===== config.mk =====
export PLATFORM = sky130hd
export DESIGN_NAME = averaged_window_persistence_detector_flat
export DESIGN_NICKNAME = d
export VERILOG_FILES = /design/src/rtl/awpd_pkg.sv /design/src/rtl/awpd_if.sv /design/src/rtl/averaged_window_persistence_detector.sv /design/src/rtl/awpd_ram.sv /design/src/flat_wrapper.sv
export SDC_FILE = /design/constraint.sdc
export NUM_CORES = 1
export LEC_CHECK = 0
export BUFFER_PORTS_ARGS = -buffer_cell sky130_fd_sc_hd__buf_2
export CAP_MARGIN = 20
export CORE_MARGIN = 1
export CORE_UTILIZATION = 49
export DETAILED_ROUTE_END_ITERATION = 16
export PLACE_DENSITY = 0.66
export SYNTH_ARGS = -nofsm -noshare
export SYNTH_HDL_FRONTEND = slang
export SYNTH_SLANG_ARGS = --single-unit

===== constraint.sdc =====
create_clock -name clk_i -period 6.67 [get_ports clk_i]
set_input_delay 1.334 -clock clk_i [delete_from_list [all_inputs] [get_ports clk_i]]
set_output_delay 1.334 -clock clk_i [all_outputs]
set_load 0.02 [all_outputs]

===== src/rtl/awpd_pkg.sv =====
`default_nettype none

package awpd_pkg;

  // Default sizing of the top level
  localparam int MAX_WINDOW_DEF  = 16;
  localparam int SAMPLE_BITS_DEF = 8;
  localparam int COUNT_BITS_DEF  = 16;

  // Fixed register widths
  localparam int THR_BITS      = 8;
  localparam int WID_BITS      = 8;
  localparam int HOLD_BITS     = 16;
  localparam int LEN_CFG_BITS  = 5;
  localparam int CFG_IDX_BITS  = 3;
  localparam int CFG_DATA_BITS = 16;

  localparam logic [LEN_CFG_BITS-1:0] LEN_RESET  = LEN_CFG_BITS'(1);
  localparam logic                    MODE_RESET = 1'b1;

  typedef enum logic [CFG_IDX_BITS-1:0] {
    CFG_THRESHOLD    = 3'd0,
    CFG_WINDOW_WIDTH = 3'd1,
    CFG_HOLD         = 3'd2,
    CFG_AVG_LENGTH   = 3'd3,
    CFG_AVG_MODE     = 3'd4
  } cfg_idx_e;

endpackage

`default_nettype wire


===== src/rtl/awpd_if.sv =====
`default_nettype none

interface awpd_in_if import awpd_pkg::*; #(
  parameter int SAMPLE_BITS = SAMPLE_BITS_DEF
) ();
  logic                   valid;
  logic                   ready;
  logic [SAMPLE_BITS-1:0] light_sample;

  modport source (output valid, output light_sample, input ready);
  modport sink   (input valid, input light_sample, output ready);
endinterface

interface awpd_out_if import awpd_pkg::*; #(
  parameter int SAMPLE_BITS = SAMPLE_BITS_DEF,
  parameter int COUNT_BITS  = COUNT_BITS_DEF
) ();
  logic                   valid;
  logic                   ready;
  logic                   detected;
  logic [COUNT_BITS-1:0]  run_count;
  logic [SAMPLE_BITS-1:0] mean_value;
  logic                   window_full;

  modport source (output valid, output detected, output run_count, output mean_value,
                  output window_full, input ready);
  modport sink   (input valid, input detected, input run_count, input mean_value,
                  input window_full, output ready);
endinterface

`default_nettype wire


===== src/rtl/averaged_window_persistence_detector.sv =====
`default_nettype none

// Averaged mode: each sample passes the read, divide and evaluate states; the divide state
//   runs the bit-serial restoring divider that forms the mean, one quotient bit a cycle.
// Averaged mode before the window fills skips the divide state. Raw mode goes straight to evaluate.
// The result sits in an output register, so the next sample is taken while it waits.
// Reset (async, active low) and any write to a known register clear the run counter and window;
// registers reset to threshold 0, width 0, hold 0, length 1, averaged mode.

module averaged_window_persistence_detector import awpd_pkg::*; #(
  parameter int MAX_WINDOW  = MAX_WINDOW_DEF,
  parameter int SAMPLE_BITS = SAMPLE_BITS_DEF,
  parameter int COUNT_BITS  = COUNT_BITS_DEF
) (
  input  logic                     clk_i,
  input  logic                     rst_ni,
  input  logic                     cfg_we_i,
  input  logic [CFG_IDX_BITS-1:0]  cfg_idx_i,
  input  logic [CFG_DATA_BITS-1:0] cfg_data_i,
  awpd_in_if.sink                  sample_i,
  awpd_out_if.source               result_o
);

  localparam int POS_BITS     = (MAX_WINDOW > 1) ? $clog2(MAX_WINDOW) : 1;
  localparam int LEN_BITS     = POS_BITS + 1;
  localparam int SUM_BITS     = SAMPLE_BITS + POS_BITS;
  localparam int DIV_CNT_BITS = $clog2(SUM_BITS);
  localparam int CLAMP_BITS   = (LEN_BITS > LEN_CFG_BITS) ? LEN_BITS : LEN_CFG_BITS;
  localparam int CMP_BITS     = ((SAMPLE_BITS > THR_BITS) ? SAMPLE_BITS : THR_BITS) + 2;
  localparam int HCMP_BITS    = (COUNT_BITS > HOLD_BITS) ? COUNT_BITS : HOLD_BITS;
  localparam logic [COUNT_BITS-1:0] COUNT_MAX = {COUNT_BITS{1'b1}};

  typedef enum logic [3:0] {
    ST_IDLE = 4'b0001,
    ST_READ = 4'b0010,
    ST_DIV  = 4'b0100,
    ST_EVAL = 4'b1000
  } state_e;

  // Configuration registers
  logic [THR_BITS-1:0]     thr_q, thr_d;
  logic [WID_BITS-1:0]     wid_q, wid_d;
  logic [HOLD_BITS-1:0]    hold_q, hold_d;
  logic [LEN_CFG_BITS-1:0] len_q, len_d;
  logic                    mode_q, mode_d;

  // Control state
  state_e                  state_q, state_d;
  logic [POS_BITS-1:0]     pos_q, pos_d;
  logic [LEN_BITS-1:0]     fill_q, fill_d;
  logic [SUM_BITS-1:0]     sum_q, sum_d;
  logic [COUNT_BITS-1:0]   cnt_q, cnt_d;
  logic                    out_valid_q, out_valid_d;

  // Payload registers
  logic [SAMPLE_BITS-1:0]  smp_q, smp_d;
  logic                    full_q, full_d;
  logic [LEN_BITS-1:0]     rem_q, rem_d;
  logic [SUM_BITS-1:0]     quo_q, quo_d;
  logic [DIV_CNT_BITS-1:0] step_q, step_d;
  logic                    out_det_q, out_det_d;
  logic [COUNT_BITS-1:0]   out_cnt_q, out_cnt_d;
  logic [SAMPLE_BITS-1:0]  out_mean_q, out_mean_d;
  logic                    out_full_q, out_full_d;

  logic                    in_xfer;
  logic                    out_free;
  logic [SAMPLE_BITS-1:0]  ring_rdata;

  // Effective averaging length: zero acts as one, clamp to the ring depth
  logic [CLAMP_BITS-1:0]   len_wide;
  logic [LEN_BITS-1:0]     n_eff;

  assign len_wide = CLAMP_BITS'(len_q);

  always_comb begin
    if (len_q == '0) begin
      n_eff = LEN_BITS'(1);
    end else if (len_wide > CLAMP_BITS'(MAX_WINDOW)) begin
      n_eff = LEN_BITS'(MAX_WINDOW);
    end else begin
      n_eff = LEN_BITS'(len_wide);
    end
  end

  assign sample_i.ready = (state_q == ST_IDLE);
  assign in_xfer        = sample_i.valid & sample_i.ready;
  assign out_free       = !out_valid_q || result_o.ready;

  // Sample ring: read the oldest slot on the transfer, overwrite it in the next cycle in averaged mode
  awpd_ram #(
    .WIDTH (SAMPLE_BITS),
    .DEPTH (MAX_WINDOW)
  ) u_ring (
    .clk_i   (clk_i),
    .we_i    (state_q == ST_READ),
    .waddr_i (pos_q),
    .wdata_i (smp_q),
    .re_i    (in_xfer),
    .raddr_i (pos_q),
    .rdata_o (ring_rdata)
  );

  // Window update: drop the oldest sample once the window is full, add the new one
  logic                old_full;
  logic                new_full;
  logic [SUM_BITS-1:0] sum_after;
  logic [LEN_BITS-1:0] fill_after;
  logic [LEN_BITS-1:0] pos_inc;
  logic [POS_BITS-1:0] pos_after;

  assign old_full   = (fill_q >= n_eff);
  assign sum_after  = sum_q - (old_full ? SUM_BITS'(ring_rdata) : '0) + SUM_BITS'(smp_q);
  assign fill_after = old_full ? fill_q : fill_q + LEN_BITS'(1);
  assign new_full   = (fill_after >= n_eff);
  assign pos_inc    = LEN_BITS'(pos_q) + LEN_BITS'(1);
  assign pos_after  = (pos_inc >= n_eff) ? '0 : pos_inc[POS_BITS-1:0];

  // Divider step: shift one dividend bit into the remainder, subtract when it fits
  logic [LEN_BITS-1:0] trial;
  logic                trial_fits;

  assign trial      = {rem_q[POS_BITS-1:0], quo_q[SUM_BITS-1]};
  assign trial_fits = (trial >= n_eff);

  // Window test: symmetric around the threshold when averaging, one-sided in raw mode
  logic                         do_eval;
  logic [SAMPLE_BITS-1:0]       mean_eval;
  logic signed [CMP_BITS-1:0]   val_s, thr_s, wid_s, lo_s, hi_s;
  logic                         hit;
  logic [COUNT_BITS-1:0]        cnt_next;
  logic                         det;

  assign do_eval   = !mode_q || full_q;
  assign mean_eval = !mode_q ? smp_q : (full_q ? quo_q[SAMPLE_BITS-1:0] : '0);
  assign val_s     = signed'(CMP_BITS'(mean_eval));
  assign thr_s     = signed'(CMP_BITS'(thr_q));
  assign wid_s     = signed'(CMP_BITS'(wid_q));
  assign lo_s      = thr_s - (mode_q ? wid_s : '0);
  assign hi_s      = thr_s + wid_s;
  assign hit       = (val_s >= lo_s) && (val_s <= hi_s);
  assign cnt_next  = !hit ? '0 : ((cnt_q == COUNT_MAX) ? cnt_q : cnt_q + COUNT_BITS'(1));
  assign det       = (HCMP_BITS'(cnt_next) >= HCMP_BITS'(hold_q));

  always_comb begin
    state_d     = state_q;
    pos_d       = pos_q;
    fill_d      = fill_q;
    sum_d       = sum_q;
    cnt_d       = cnt_q;
    smp_d       = smp_q;
    full_d      = full_q;
    rem_d       = rem_q;
    quo_d       = quo_q;
    step_d      = step_q;
    out_det_d   = out_det_q;
    out_cnt_d   = out_cnt_q;
    out_mean_d  = out_mean_q;
    out_full_d  = out_full_q;
    thr_d       = thr_q;
    wid_d       = wid_q;
    hold_d      = hold_q;
    len_d       = len_q;
    mode_d      = mode_q;

    // Drop the held result once the consumer takes it
    out_valid_d = out_valid_q && !result_o.ready;

    unique case (state_q)
      ST_IDLE: begin
        if (in_xfer) begin
          smp_d   = sample_i.light_sample;
          full_d  = 1'b0;
          state_d = mode_q ? ST_READ : ST_EVAL;
        end
      end
      ST_READ: begin
        sum_d   = sum_after;
        fill_d  = fill_after;
        pos_d   = pos_after;
        full_d  = new_full;
        rem_d   = '0;
        quo_d   = sum_after;
        step_d  = DIV_CNT_BITS'(SUM_BITS - 1);
        state_d = new_full ? ST_DIV : ST_EVAL;
      end
      ST_DIV: begin
        rem_d = trial_fits ? trial - n_eff : trial;
        quo_d = {quo_q[SUM_BITS-2:0], trial_fits};
        if (step_q == '0) begin
          state_d = ST_EVAL;
        end else begin
          step_d = step_q - DIV_CNT_BITS'(1);
        end
      end
      ST_EVAL: begin
        // Hold here until the output register frees up, so the counter moves once
        if (out_free) begin
          if (do_eval) begin
            cnt_d = cnt_next;
          end
          out_det_d   = do_eval && det;
          out_cnt_d   = do_eval ? cnt_next : cnt_q;
          out_mean_d  = mean_eval;
          out_full_d  = full_q;
          out_valid_d = 1'b1;
          state_d     = ST_IDLE;
        end
      end
      default: begin
        state_d = ST_IDLE;
      end
    endcase

    // Writes must come only while idle (the block does not enforce it); any known register clears the window
    if (cfg_we_i) begin
      unique case (cfg_idx_e'(cfg_idx_i))
        CFG_THRESHOLD:    thr_d  = cfg_data_i[THR_BITS-1:0];
        CFG_WINDOW_WIDTH: wid_d  = cfg_data_i[WID_BITS-1:0];
        CFG_HOLD:         hold_d = cfg_data_i[HOLD_BITS-1:0];
        CFG_AVG_LENGTH:   len_d  = cfg_data_i[LEN_CFG_BITS-1:0];
        CFG_AVG_MODE:     mode_d = cfg_data_i[0];
        default: ;
      endcase
      if (cfg_idx_i == CFG_THRESHOLD || cfg_idx_i == CFG_WINDOW_WIDTH ||
          cfg_idx_i == CFG_HOLD || cfg_idx_i == CFG_AVG_LENGTH ||
          cfg_idx_i == CFG_AVG_MODE) begin
        pos_d  = '0;
        fill_d = '0;
        sum_d  = '0;
        cnt_d  = '0;
      end
    end
  end

  always_ff @(posedge clk_i or negedge rst_ni) begin
    if (!rst_ni) begin
      state_q     <= ST_IDLE;
      pos_q       <= '0;
      fill_q      <= '0;
      sum_q       <= '0;
      cnt_q       <= '0;
      out_valid_q <= 1'b0;
      thr_q       <= '0;
      wid_q       <= '0;
      hold_q      <= '0;
      len_q       <= LEN_RESET;
      mode_q      <= MODE_RESET;
    end else begin
      state_q     <= state_d;
      pos_q       <= pos_d;
      fill_q      <= fill_d;
      sum_q       <= sum_d;
      cnt_q       <= cnt_d;
      out_valid_q <= out_valid_d;
      thr_q       <= thr_d;
      wid_q       <= wid_d;
      hold_q      <= hold_d;
      len_q       <= len_d;
      mode_q      <= mode_d;
    end
  end

  always_ff @(posedge clk_i) begin
    smp_q      <= smp_d;
    full_q     <= full_d;
    rem_q      <= rem_d;
    quo_q      <= quo_d;
    step_q     <= step_d;
    out_det_q  <= out_det_d;
    out_cnt_q  <= out_cnt_d;
    out_mean_q <= out_mean_d;
    out_full_q <= out_full_d;
  end

  assign result_o.valid       = out_valid_q;
  assign result_o.detected    = out_det_q;
  assign result_o.run_count   = out_cnt_q;
  assign result_o.mean_value  = out_mean_q;
  assign result_o.window_full = out_full_q;

  // Fill level never runs past the effective length
  a_fill_bound: assert property (@(posedge clk_i) disable iff (!rst_ni)
    fill_q <= n_eff)
    else $error("fill level exceeds averaging length");

  // Ring pointer stays inside the active window
  a_pos_bound: assert property (@(posedge clk_i) disable iff (!rst_ni)
    LEN_BITS'(pos_q) < n_eff)
    else $error("ring position outside window");

  // An empty window carries no sum
  a_empty_sum: assert property (@(posedge clk_i) disable iff (!rst_ni)
    (fill_q == '0) |-> (sum_q == '0))
    else $error("window sum nonzero with empty window");

  // A finished quotient always fits the sample width
  a_mean_fits: assert property (@(posedge clk_i) disable iff (!rst_ni)
    (state_q == ST_EVAL && full_q && $past(state_q) == ST_DIV)
      |-> ((quo_q >> SAMPLE_BITS) == '0))
    else $error("mean overflows sample width");

endmodule

`default_nettype wire


===== src/rtl/awpd_ram.sv =====
`default_nettype none

module awpd_ram #(
  parameter int WIDTH     = 8,
  parameter int DEPTH     = 16,
  parameter int ADDR_BITS = (DEPTH > 1) ? $clog2(DEPTH) : 1
) (
  input  logic                 clk_i,
  input  logic                 we_i,
  input  logic [ADDR_BITS-1:0] waddr_i,
  input  logic [WIDTH-1:0]     wdata_i,
  input  logic                 re_i,
  input  logic [ADDR_BITS-1:0] raddr_i,
  output logic [WIDTH-1:0]     rdata_o
);

  logic [WIDTH-1:0] mem_q [DEPTH];
  logic [WIDTH-1:0] rdata_q;

  always_ff @(posedge clk_i) begin
    if (we_i) begin
      mem_q[waddr_i] <= wdata_i;
    end
    if (re_i) begin
      rdata_q <= mem_q[raddr_i];
    end
  end

  assign rdata_o = rdata_q;

endmodule

`default_nettype wire


===== src/flat_wrapper.sv =====
// flat-port wrapper written by rule: the top's interface ports become plain ports
module averaged_window_persistence_detector_flat import awpd_pkg::*;
#(
  parameter int MAX_WINDOW  = MAX_WINDOW_DEF,
  parameter int SAMPLE_BITS = SAMPLE_BITS_DEF,
  parameter int COUNT_BITS  = COUNT_BITS_DEF
)
  (clk_i, rst_ni, cfg_we_i, cfg_idx_i, cfg_data_i, sample_i_valid, sample_i_light_sample, sample_i_ready, result_o_valid, result_o_detected, result_o_run_count, result_o_mean_value, result_o_window_full, result_o_ready);
  awpd_in_if #(.SAMPLE_BITS(SAMPLE_BITS)) sample_i_i ();
  awpd_out_if #(.SAMPLE_BITS(SAMPLE_BITS), .COUNT_BITS(COUNT_BITS)) result_o_i ();
  input  logic clk_i;
  input  logic rst_ni;
  input  logic cfg_we_i;
  input  logic [CFG_IDX_BITS-1:0] cfg_idx_i;
  input  logic [CFG_DATA_BITS-1:0] cfg_data_i;
  input wire logic [$bits(sample_i_i.valid)-1:0] sample_i_valid;
  input wire logic [$bits(sample_i_i.light_sample)-1:0] sample_i_light_sample;
  output wire logic [$bits(sample_i_i.ready)-1:0] sample_i_ready;
  output wire logic [$bits(result_o_i.valid)-1:0] result_o_valid;
  output wire logic [$bits(result_o_i.detected)-1:0] result_o_detected;
  output wire logic [$bits(result_o_i.run_count)-1:0] result_o_run_count;
  output wire logic [$bits(result_o_i.mean_value)-1:0] result_o_mean_value;
  output wire logic [$bits(result_o_i.window_full)-1:0] result_o_window_full;
  input wire logic [$bits(result_o_i.ready)-1:0] result_o_ready;
  assign sample_i_i.valid = sample_i_valid;
  assign sample_i_i.light_sample = sample_i_light_sample;
  assign sample_i_ready = sample_i_i.ready;
  assign result_o_valid = result_o_i.valid;
  assign result_o_detected = result_o_i.detected;
  assign result_o_run_count = result_o_i.run_count;
  assign result_o_mean_value = result_o_i.mean_value;
  assign result_o_window_full = result_o_i.window_full;
  assign result_o_i.ready = result_o_ready;
  averaged_window_persistence_detector #(.MAX_WINDOW(MAX_WINDOW), .SAMPLE_BITS(SAMPLE_BITS), .COUNT_BITS(COUNT_BITS)) u_core (.clk_i(clk_i), .rst_ni(rst_ni), .cfg_we_i(cfg_we_i), .cfg_idx_i(cfg_idx_i), .cfg_data_i(cfg_data_i), .sample_i(sample_i_i), .result_o(result_o_i));
endmodule

==> flow_summary.yaml, run 1 <==
logic_synthesis:
  synth-async-reset-ratio_pct: 29.5
  syn_avg_cell_area_um2: 12.3
  combinational_family_with_the_most_area_after_synthesis: "simple AND/OR/NAND/NOR gates"
  adder_cell_fraction_of_synth_area_pct: 9.34
  synth_commonest_cells: "edfxtp_1, nand2_1, ha_1"
  yosysMostFrequentCell: "edfxtp_1"
  syn_area_um2: 14000
  flip_flop_and_latch_count_after_synthesis: 271
  synthSimpleGateAreaFrac_pct: 10.9
  cell_taking_the_most_area_after_synthesis: "edfxtp_1"
  synth_top_cell_area_share_pct: 40.9
  synth.top_cells.by_area: "edfxtp_1, dfrtp_1, ha_1, mux4_2, nand2_1"
  synth.area.mux_share_pct: 8.49
  ys_types: 68
  netlist_instances: 1144
  ys.warnings.count: 0
  synthesis.nets: 1274
  synth-compound-area-share_pct: 10.4
  synth-edff-count: 191
  synthesized_area_fraction_occupied_by_xor_and_xnor_cells_pct: 2.06
  synthFlopType: "edfxtp_1"
  synth.yosys.seq_area_share_pct: 55.2
timing:
  final.hold.worst_slack_ns: 0.522
  finalWorstPathRequiredPeriod_ns: 5.33
  timing.slew.headroom_pct: 29.7
  report.final.hold_viol_count: 0
  grt_setup_unrepaired: "false"
  fmaxAchievable_ghz: 0.187
  final.setup.tns_ns: 0
  skew_ns: 0.0181
  worstMarginPinSlew_ns: 1.05
  final_critical_path_setup_slack_ns: 1.34
  report.final.slew_viol_count: 0
  min_period_over_period_pct: 80.0
  finalSetupViolCount: 0
clock_network:
  postCtsResizedCells: 0
  cts_root_buf: "clkbuf_16"
  ctsHoldBuffers: 0
  tritoncts: "yes"
  numCtsBuffers: 29
  clkSlewWorstSetupHoldPaths_ns: 0.06
  clockBufferDepth: 3
  numClockSinks: 271
  cts_htree_levels: 1
  cts_setup_buffers: 0
  clk-insertion-delay-late_ns: 0.56
power:
  power.total_mw: 5.73
  ir_worst_vdd_uv: 247
  p_comb_share_pct: 33.5
  sw_frac_of_total_pct: 34.6
  clockPowerShare_pct: 27.8
  power_density_over_cell_area_nw_per_um2: 365
  intPower_mw: 3.75
  power.leakage_nw: 6.13
  switchingPower_mw: 1.98
  p_seq_share_pct: 38.7
placed_design:
  dp_slack_ns: 1.37
  portBuffers: 59
  hpwl_um: 21500
  gp_congestion: 0.855
routing:
  wl_um: 30700
  drc: 0
  dr_total_vias: 9059
  detail_route.wl_per_cell_um: 19.1
  ant_nets: 0
  number_of_drc_markers_after_the_initial_detailed_route_iteration: 634
  drt-pass1-iter-count: 5
  vias_per_cell: 5.63
floorplanning:
  floorplan.initialDensity_pct: 50.2
  io-pin-count: 60
  design.core.area_um2: 27900
  fp-row-count: 61
  die_height_um: 171
  design.die.area_um2: 29300
  die_w_um: 171
final_layout:
  nets: 1339
  diodes: 0
  layout-drive-gt1-share_pct: 17.0
  layout_stage_area_growth_over_the_synthesis_result_pct: 12.2
  filler_cell_count: 2338
hold_path:
  min-delay-path-class: "reg -> reg"
worst_setup_path:
  cp_data_arrival_time_ns: 5.62
  crit_fanout: 24
  critical_path_required_ns: 6.96
  worst_setup_path_start_kind: "flip-flop"
  endpoint_kind_of_the_worst_setup_timing_path: "flip-flop"
  crit_type: "reg -> reg"
global_route:
  antenna_found_initial: 0
  vias_in_the_first_global_route: 8772
  grt-ovfl-total: 0
  grt_max_degree: 67
  grtUsageTotal_pct: 21.5
  grt_pass1_wl_um: 48100
flow_run:
  max_cap_viols: 0
outcome:
  status: "completed"
-- cell type report --
type                    count  area, um2  share of cell area (%)
clock buffers              38        791                    5.03
clock inverters            16        166                    1.06
inverters                  87        327                    2.08
multi-input cells         742       5780                    36.8
flip-flops and latches    271       7740                    49.3
well taps                 378        473                    3.01
repair buffers             78        440                    2.80
-- metrics by stage --
step           utilization, %  cells  instance area (um2)
6_report                 56.3   1610                15700
3_5_place_dp             52.8   1556                14800
4_1_cts                  56.3   1610                15700
2_1_floorplan               -   1144                14000
3_3_place_gp             52.8   1556                14800
5_1_grt                  56.3   1610                15700
-- flip-flops by register name, summed over array words and instances, names as in the netlist, 5 cells and up --
signal                      flops
u_core.hold_q                  16
u_core.result_o.mean_value      8
u_core.len_q                    5
u_core.cnt_q                   16
u_core.result_o.run_count      16
u_core.u_ring.mem_q           128
u_core.smp_q                    8
u_core.thr_q                    8
u_core.wid_q                    8
u_core.sum_q                   12
u_core.quo_q                   12
u_core.fill_q                   5
u_core.u_ring.rdata_o           8
-- layer usage --
layer	wire [um]	share of wire, %	GRT usage [%]
met2	15400	50	37.2
met1	13600	44	29.1
met3	1070	3.5	2.34
met4	591	1.9	4.93
met5	0	0	0
-- power by group through the flow --
stage / combinational [mW] / clock [mW] / sequential (mW)
after global placement: 1.86 / 0 / 2.24
after floorplan: 1.43 / 0 / 2.23
final: 1.92 / 1.60 / 2.22
after CTS: 1.91 / 1.62 / 2.22
after global routing: 2.16 / 1.69 / 2.24
after detailed placement: 1.90 / 0 / 2.25
-- path summary, 6_finish.rpt --
check / start / end / slack, ns / cells past startpoint
max: u_core.mode_q / u_core.result_o.detected / 1.34 / 24
min: u_core.sum_q[4] / u_core.sum_q[4] / 0.52 / 2
max reg2reg: u_core.mode_q / u_core.result_o.detected / 1.34 / 24
min reg2reg: u_core.sum_q[4] / u_core.sum_q[4] / 0.52 / 2
max in group asynchronous: rst_ni / u_core.hold_q[10] / 4.90 / 2
min in group asynchronous: rst_ni / u_core.pos_q[3] / 0.63 / 1
-- worst max-delay path, cell delays in order (launching register included) --
cell,delay (ns)
dfstp_2,0.66
buf_4,0.23
nand2_1,0.07
ha_1,0.32
o21a_1,0.12
o31a_1,0.15
o31ai_4,0.24
nand2_1,0.08
ha_1,0.29
a211oi_1,0.20
o21ai_0,0.13
a311oi_1,0.47
o22ai_2,0.15
buf_4,0.24
nand2_1,0.09
buf_4,0.28
a21o_1,0.12
ha_1,0.21
nand2b_1,0.13
a21o_1,0.17
a21o_1,0.17
a21oi_1,0.14
o22ai_1,0.10
o21ai_0,0.19
o22ai_1,0.09
-- cells in the final DEF (no fill, tap or decap), drive strengths merged, types with 5 or more instances in the layout --
cell type | Yosys | final
a211oi | 13 | 13
a21o | 26 | 26
a21oi | 53 | 53
a31oi | 11 | 11
and2 | 15 | 15
and3 | 7 | 7
buf | 12 | 78
clkbuf | 32 | 38
clkinv | 0 | 10
dfrtp | 77 | 77
edfxtp | 191 | 191
fa | 11 | 11
ha | 87 | 87
inv | 87 | 91
mux2 | 23 | 23
mux4 | 40 | 40
nand2 | 119 | 119
nand2b | 18 | 18
nand3 | 22 | 22
nand4 | 15 | 15
nor2 | 78 | 78
nor2b | 5 | 5
nor3 | 15 | 15
o21ai | 52 | 52
o22ai | 13 | 13
o311ai | 8 | 8
o31ai | 9 | 9
or3 | 8 | 8
xnor2 | 19 | 19
xor2 | 14 | 14
-- logic make-up (layout without fill, tap and decap cells) --
family	Yosys count	count (layout)
fa+ha+maj	98	98
xor+xnor	33	33
compound gates	222	222
mux	66	66
simple gates	323	323
buf+inv	131	219
flops	271	271
Note: power is estimated with default switching activity, not from simulation.
==> run 2, diff against run 1 <==
==> constraint.sdc (replaced) <==
create_clock -name clk_i -period 5.23 [get_ports clk_i]
set_input_delay 1.046 -clock clk_i [delete_from_list [all_inputs] [get_ports clk_i]]
set_output_delay 1.046 -clock clk_i [all_outputs]
set_load 0.02 [all_outputs]
==> flow_summary.yaml, run 2 (synthesis results as in run 1) <==
timing:
  report.final.slew_viol_count: 0
  timing.slew.headroom_pct: 28.6
  final.setup.tns_ns: 0
  min_period_over_period_pct: 93.0
  finalWorstPathRequiredPeriod_ns: 4.87
  fmaxAchievable_ghz: 0.206
  finalSetupViolCount: 0
  skew_ns: 0.0289
  grt_setup_unrepaired: "false"
  final_critical_path_setup_slack_ns: 0.365
  worstMarginPinSlew_ns: 1.07
  report.final.hold_viol_count: 0
power:
  power_density_over_cell_area_nw_per_um2: 468
  power.leakage_nw: 6.15
  ir_worst_vdd_uv: 436
floorplanning:
  design.core.area_um2: 27900
  design.die.area_um2: 29300
  floorplan.initialDensity_pct: 50.2
  die_w_um: 171
  die_height_um: 171
  io-pin-count: 60
  fp-row-count: 61
placed_design:
  place_area_um2: 14800
  hpwl_um: 21400
  gp_congestion: 0.901
  dp_slack_ns: 0.356
  portBuffers: 59
clock_network:
  cts_htree_levels: 1
  tritoncts: "yes"
  cts_root_buf: "clkbuf_16"
  numClockSinks: 271
  postCtsResizedCells: 0
  clockBufferDepth: 3
  clkSlewWorstSetupHoldPaths_ns: 0.06
  numCtsBuffers: 29
  clk-insertion-delay-late_ns: 0.57
  ctsHoldBuffers: 0
  cts_setup_buffers: 0
final_layout:
  stdcell_area_um2: 15800
  largest_register: "u_core.u_ring.mem_q"
  layout-drive-gt1-share_pct: 17.1
  largest_register_ffs: 128
  diodes: 0
  filler_cell_count: 2325
  nets: 1344
  layout_commonest_cell: "edfxtp_1"
  most-common-layout-cells: "edfxtp_1, nand2_1, ha_1, inv_1, nor2_1"
  layout_stage_area_growth_over_the_synthesis_result_pct: 12.5
global_route:
  antenna_found_initial: 0
  grt_max_degree: 50
  grt-ovfl-total: 0
  grt_pass1_wl_um: 48700
  vias_in_the_first_global_route: 8786
  grtUsageTotal_pct: 21.8
routing:
  drc: 0
  vias_per_cell: 5.65
  dr_total_vias: 9129
  detail_route.wl_per_cell_um: 19.1
  wl_um: 30800
  drt-pass1-iter-count: 8
  ant_nets: 0
  number_of_drc_markers_after_the_initial_detailed_route_iteration: 727
worst_setup_path:
  endpoint_kind_of_the_worst_setup_timing_path: "flip-flop"
  r2r_cells: 21
  critical_path_required_ns: 5.52
  cp_data_arrival_time_ns: 5.15
  crit_type: "reg -> reg"
  worst_setup_path_start_kind: "flip-flop"
  crit_fanout: 7
outcome:
  status: "completed"
flow_run:
  max_cap_viols: 0
hold_path:
  min-delay-path-class: "in -> async"
==> run 2: area by class of cell <==
class | instances | area (um2) | area share (%)
clock buffer | 38 | 769 | 4.88
multi-input combinational | 742 | 5790 | 36.7
inverter | 87 | 327 | 2.07
clock inverter | 16 | 196 | 1.25
sequential | 271 | 7740 | 49.1
tap | 378 | 473 | 3.00
timing repair buffer | 83 | 478 | 3.03
==> run 2: through the flow <==
step,utilization [%],power (mW),instances,hold WS [ns]
4_1_cts,56.4,7.41,1615,0.456
6_report,56.5,7.38,1615,0.440
5_1_grt,56.5,7.84,1615,0.464
3_5_place_dp,53.0,5.30,1561,0.507
3_3_place_gp,53.0,5.26,1561,0.496
2_1_floorplan,-,4.67,1144,0.480
==> run 2: critical path, stage by stage, from the launching register on <==
cell and delay (ns):
dfrtp_1 0.40, ha_1 0.23, fa_1 0.42, a211oi_1 0.28, o21bai_1 0.14, a21oi_1 0.20, xor2_1 0.17, ha_1 0.26
a21o_1 0.18, a21oi_1 0.14, inv_1 0.07, o221ai_2 0.38, nand2_1 0.18, a21o_1 0.19, ha_1 0.26, nand2b_1 0.14
a21o_1 0.18, a21o_1 0.17, a21oi_1 0.14, o22ai_1 0.09, o21ai_0 0.26, o22ai_1 0.12
==> run 2: power by group <==
group	internal (mW)	total, mW	switching [mW]
sequential	2.63	2.83	0.204
clock	1.24	2.09	0.849
combinational	1.00	2.46	1.46
==> run 2: worst paths after layout <==
path	start	end	slack, ns
setup reg to reg	u_core.wid_q[0]	u_core.result_o.detected	0.36
max in group asynchronous	rst_ni	u_core.cnt_q[2]	3.72
hold / removal	rst_ni	u_core.fill_q[4]	0.44
hold reg to reg	u_core.sum_q[3]	u_core.sum_q[3]	0.52
setup / recovery	u_core.wid_q[0]	u_core.result_o.detected	0.36
min in group clk_i	u_core.sum_q[3]	u_core.sum_q[3]	0.52
==> run 2: routing by layer <==
layer	part of all wire [%]	track usage, %	wire length [um]	vias to the layer above
met4	2.6	6.56	788	0
met1	45	29.9	13800	4465
met2	48	36.1	14900	250
li1	-	-	-	4365
met5	0	0	0	-
met3	4.4	2.78	1350	49
==> run 3, diff against run 2 <==
==> constraint.sdc (replaced) <==
create_clock -name clk_i -period 5.23 [get_ports clk_i]
set_input_delay 0.2615 -clock clk_i [delete_from_list [all_inputs] [get_ports clk_i]]
set_output_delay 0.2615 -clock clk_i [all_outputs]
set_load 0.02 [all_outputs]
==> flow_summary.yaml, run 3 (synthesis results as in run 1) <==
worst_setup_path:
  crit_fanout: 7
  slowest_cell_delay_on_critical_path_ns: 0.42
  endpoint_kind_of_the_worst_setup_timing_path: "flip-flop"
  critPathTopFamily: "compound AO/OA/AOI/OAI gates"
  source_of_the_critical_timing_path: "u_core.wid_q[0]"
  cp_data_arrival_time_ns: 5.17
  slowest_stage: "fa_1"
  cells_traversed_along_the_worst_timing_path: "ha_1 > fa_1 > a211oi_1 > o21bai_1 > a21oi_1 > xor2_1 > ha_1 > a21o_1 > a21oi_1 > inv_1 > o221ai_2 > nand2_1 > a21o_1 > ha_1 > nand2b_1 > a21o_1 > a21o_1 > a21oi_1 > o22ai_1 > o21ai_0 > o22ai_1"
  timing.rr.end: "u_core.result_o.detected"
  critical_path_required_ns: 5.52
  worst_flop_to_flop_path_startpoint: "u_core.wid_q[0]"
  worst_setup_path_start_kind: "flip-flop"
  r2r_cells: 21
  path_depth: 21
  crit_type: "reg -> reg"
  bufs_and_invs_on_worst_path: 1
  rrSetupSlack_ns: 0.34
  critical_path_s_most_frequent_cell: "a21o_1"
  timing.critical_path.to: "u_core.result_o.detected"
placed_design:
  gp_congestion: 0.901
  place_area_um2: 14800
  portBuffers: 59
  hpwl_um: 21400
routing:
  vias_per_cell: 5.60
  drt-pass1-iter-count: 7
  drc: 0
  ant_nets: 0
  wl_um: 31000
  number_of_drc_markers_after_the_initial_detailed_route_iteration: 705
  detail_route.wl_per_cell_um: 19.0
  dr_total_vias: 9166
global_route:
  grt_pass1_wl_um: 49100
  grt_max_degree: 50
  vias_in_the_first_global_route: 8933
  antenna_found_initial: 0
  grtUsageTotal_pct: 21.9
  grt-ovfl-total: 0
timing:
  timing.slew.headroom_pct: 30.5
  grt_setup_unrepaired: "false"
  finalSetupViolCount: 0
  worstMarginPinSlew_ns: 1.04
  fmaxAchievable_ghz: 0.205
  report.final.slew_viol_count: 0
  report.final.hold_viol_count: 0
  finalWorstPathRequiredPeriod_ns: 4.89
  min_period_over_period_pct: 93.5
  skew_ns: 0.0287
  final.setup.tns_ns: 0
final_layout:
  layout_commonest_cell: "edfxtp_1"
  seqCellArea_um2: 7740
  most-common-layout-cells: "edfxtp_1, nand2_1, ha_1, inv_1, nor2_1"
  multi_input_comb_area_um2: 5790
  layout_stage_area_growth_over_the_synthesis_result_pct: 14.0
  filler_cell_count: 2293
  layout-drive-gt1-share_pct: 16.9
  largest_register: "u_core.u_ring.mem_q"
  nets: 1365
  diodes: 0
  stdcell_area_um2: 16000
  largest_register_ffs: 128
floorplanning:
  die_height_um: 171
  design.core.area_um2: 27900
  die_w_um: 171
  fp-row-count: 61
  io-pin-count: 60
  design.die.area_um2: 29300
  floorplan.initialDensity_pct: 50.2
clock_network:
  numCtsBuffers: 29
  clockBufferDepth: 3
  cts_root_buf: "clkbuf_16"
  clkSlewWorstSetupHoldPaths_ns: 0.06
  tritoncts: "yes"
  clk-insertion-delay-late_ns: 0.57
  cts_htree_levels: 1
  numClockSinks: 271
  cts_setup_buffers: 0
flow_run:
  max_cap_viols: 0
power:
  power.leakage_nw: 6.24
  ir_worst_vdd_uv: 439
  power_density_over_cell_area_nw_per_um2: 462
outcome:
  status: "completed"
hold_path:
  min-delay-path-class: "in -> reg"
## run 3: changes by cell type in the layout (fill, tap and decap cells not counted), sizes merged
cell / previous run / this run
dlygate4sd3: 0 / 21
## run 3: worst min-delay path by stage
| stage | start | endpoint | slack [ns] | cells past startpoint |
|---|---|---|---|---|
| floorplan | rst_ni | u_core.cnt_q[0] | -0.03 | 0 |
| global placement | rst_ni | u_core.fill_q[2] | 0.28 | 1 |
| detailed placement | rst_ni | u_core.fill_q[2] | 0.27 | 1 |
| global route | result_o_ready | u_core.result_o.valid | 0.04 | 3 |
| finish | result_o_ready | u_core.result_o.valid | 0.05 | 3 |
| CTS | result_o_ready | u_core.result_o.valid | 0.02 | 3 |
## run 3: stage by stage
step                      setup WS (ns)  hold WS, ns  utilization (%)  power (mW)  cells
after floorplan                   0.184      -0.0341                -        4.67   1144
after global placement            0.487        0.277             53.0        5.26   1561
after detailed placement          0.356        0.268             53.0        5.30   1561
after CTS                         0.313       0.0185             57.2        7.42   1636
after global routing             0.0412       0.0401             57.2        7.86   1636
final                             0.342       0.0465             57.2        7.39   1636
## run 3: worst reg2reg max path: stages, from the launching register on
cell and delay, ns:
dfrtp_1 0.40, ha_1 0.23, fa_1 0.42, a211oi_1 0.28
o21bai_1 0.14, a21oi_1 0.20, xor2_1 0.17, ha_1 0.26
a21o_1 0.19, a21oi_1 0.14, inv_1 0.07, o221ai_2 0.40
nand2_1 0.19, a21o_1 0.19, ha_1 0.26, nand2b_1 0.14
a21o_1 0.18, a21o_1 0.17, a21oi_1 0.14, o22ai_1 0.09
o21ai_0 0.25, o22ai_1 0.11
## run 3: cell type report
class,instances,area share (%)
inverters,87,2.04
clock buffers,38,4.81
repair buffers,104,4.31
clock inverters,16,1.23
multi-input cells,742,36.2
flip-flops and latches,271,48.4
well taps,378,2.96
## run 3: power breakdown
group          internal (mW)  switching [mW]
combinational           1.01            1.46
sequential              2.63           0.204
clock                   1.24           0.845
## run 3: what timing repair did
action / 4_1_cts / 5_1_grt
hold buffers: 21 / 0
resized for setup: 0 / 1
setup endpoints to repair: 0 / 1
endpoints found under the hold margin: 57 / 0
## run 3: metal layers
metal / routed length, um / GRT usage, %
met2: 15100 / 36.4
met4: 765 / 6.68
met5: 0 / 0
met1: 13800 / 30.0
met3: 1410 / 2.87
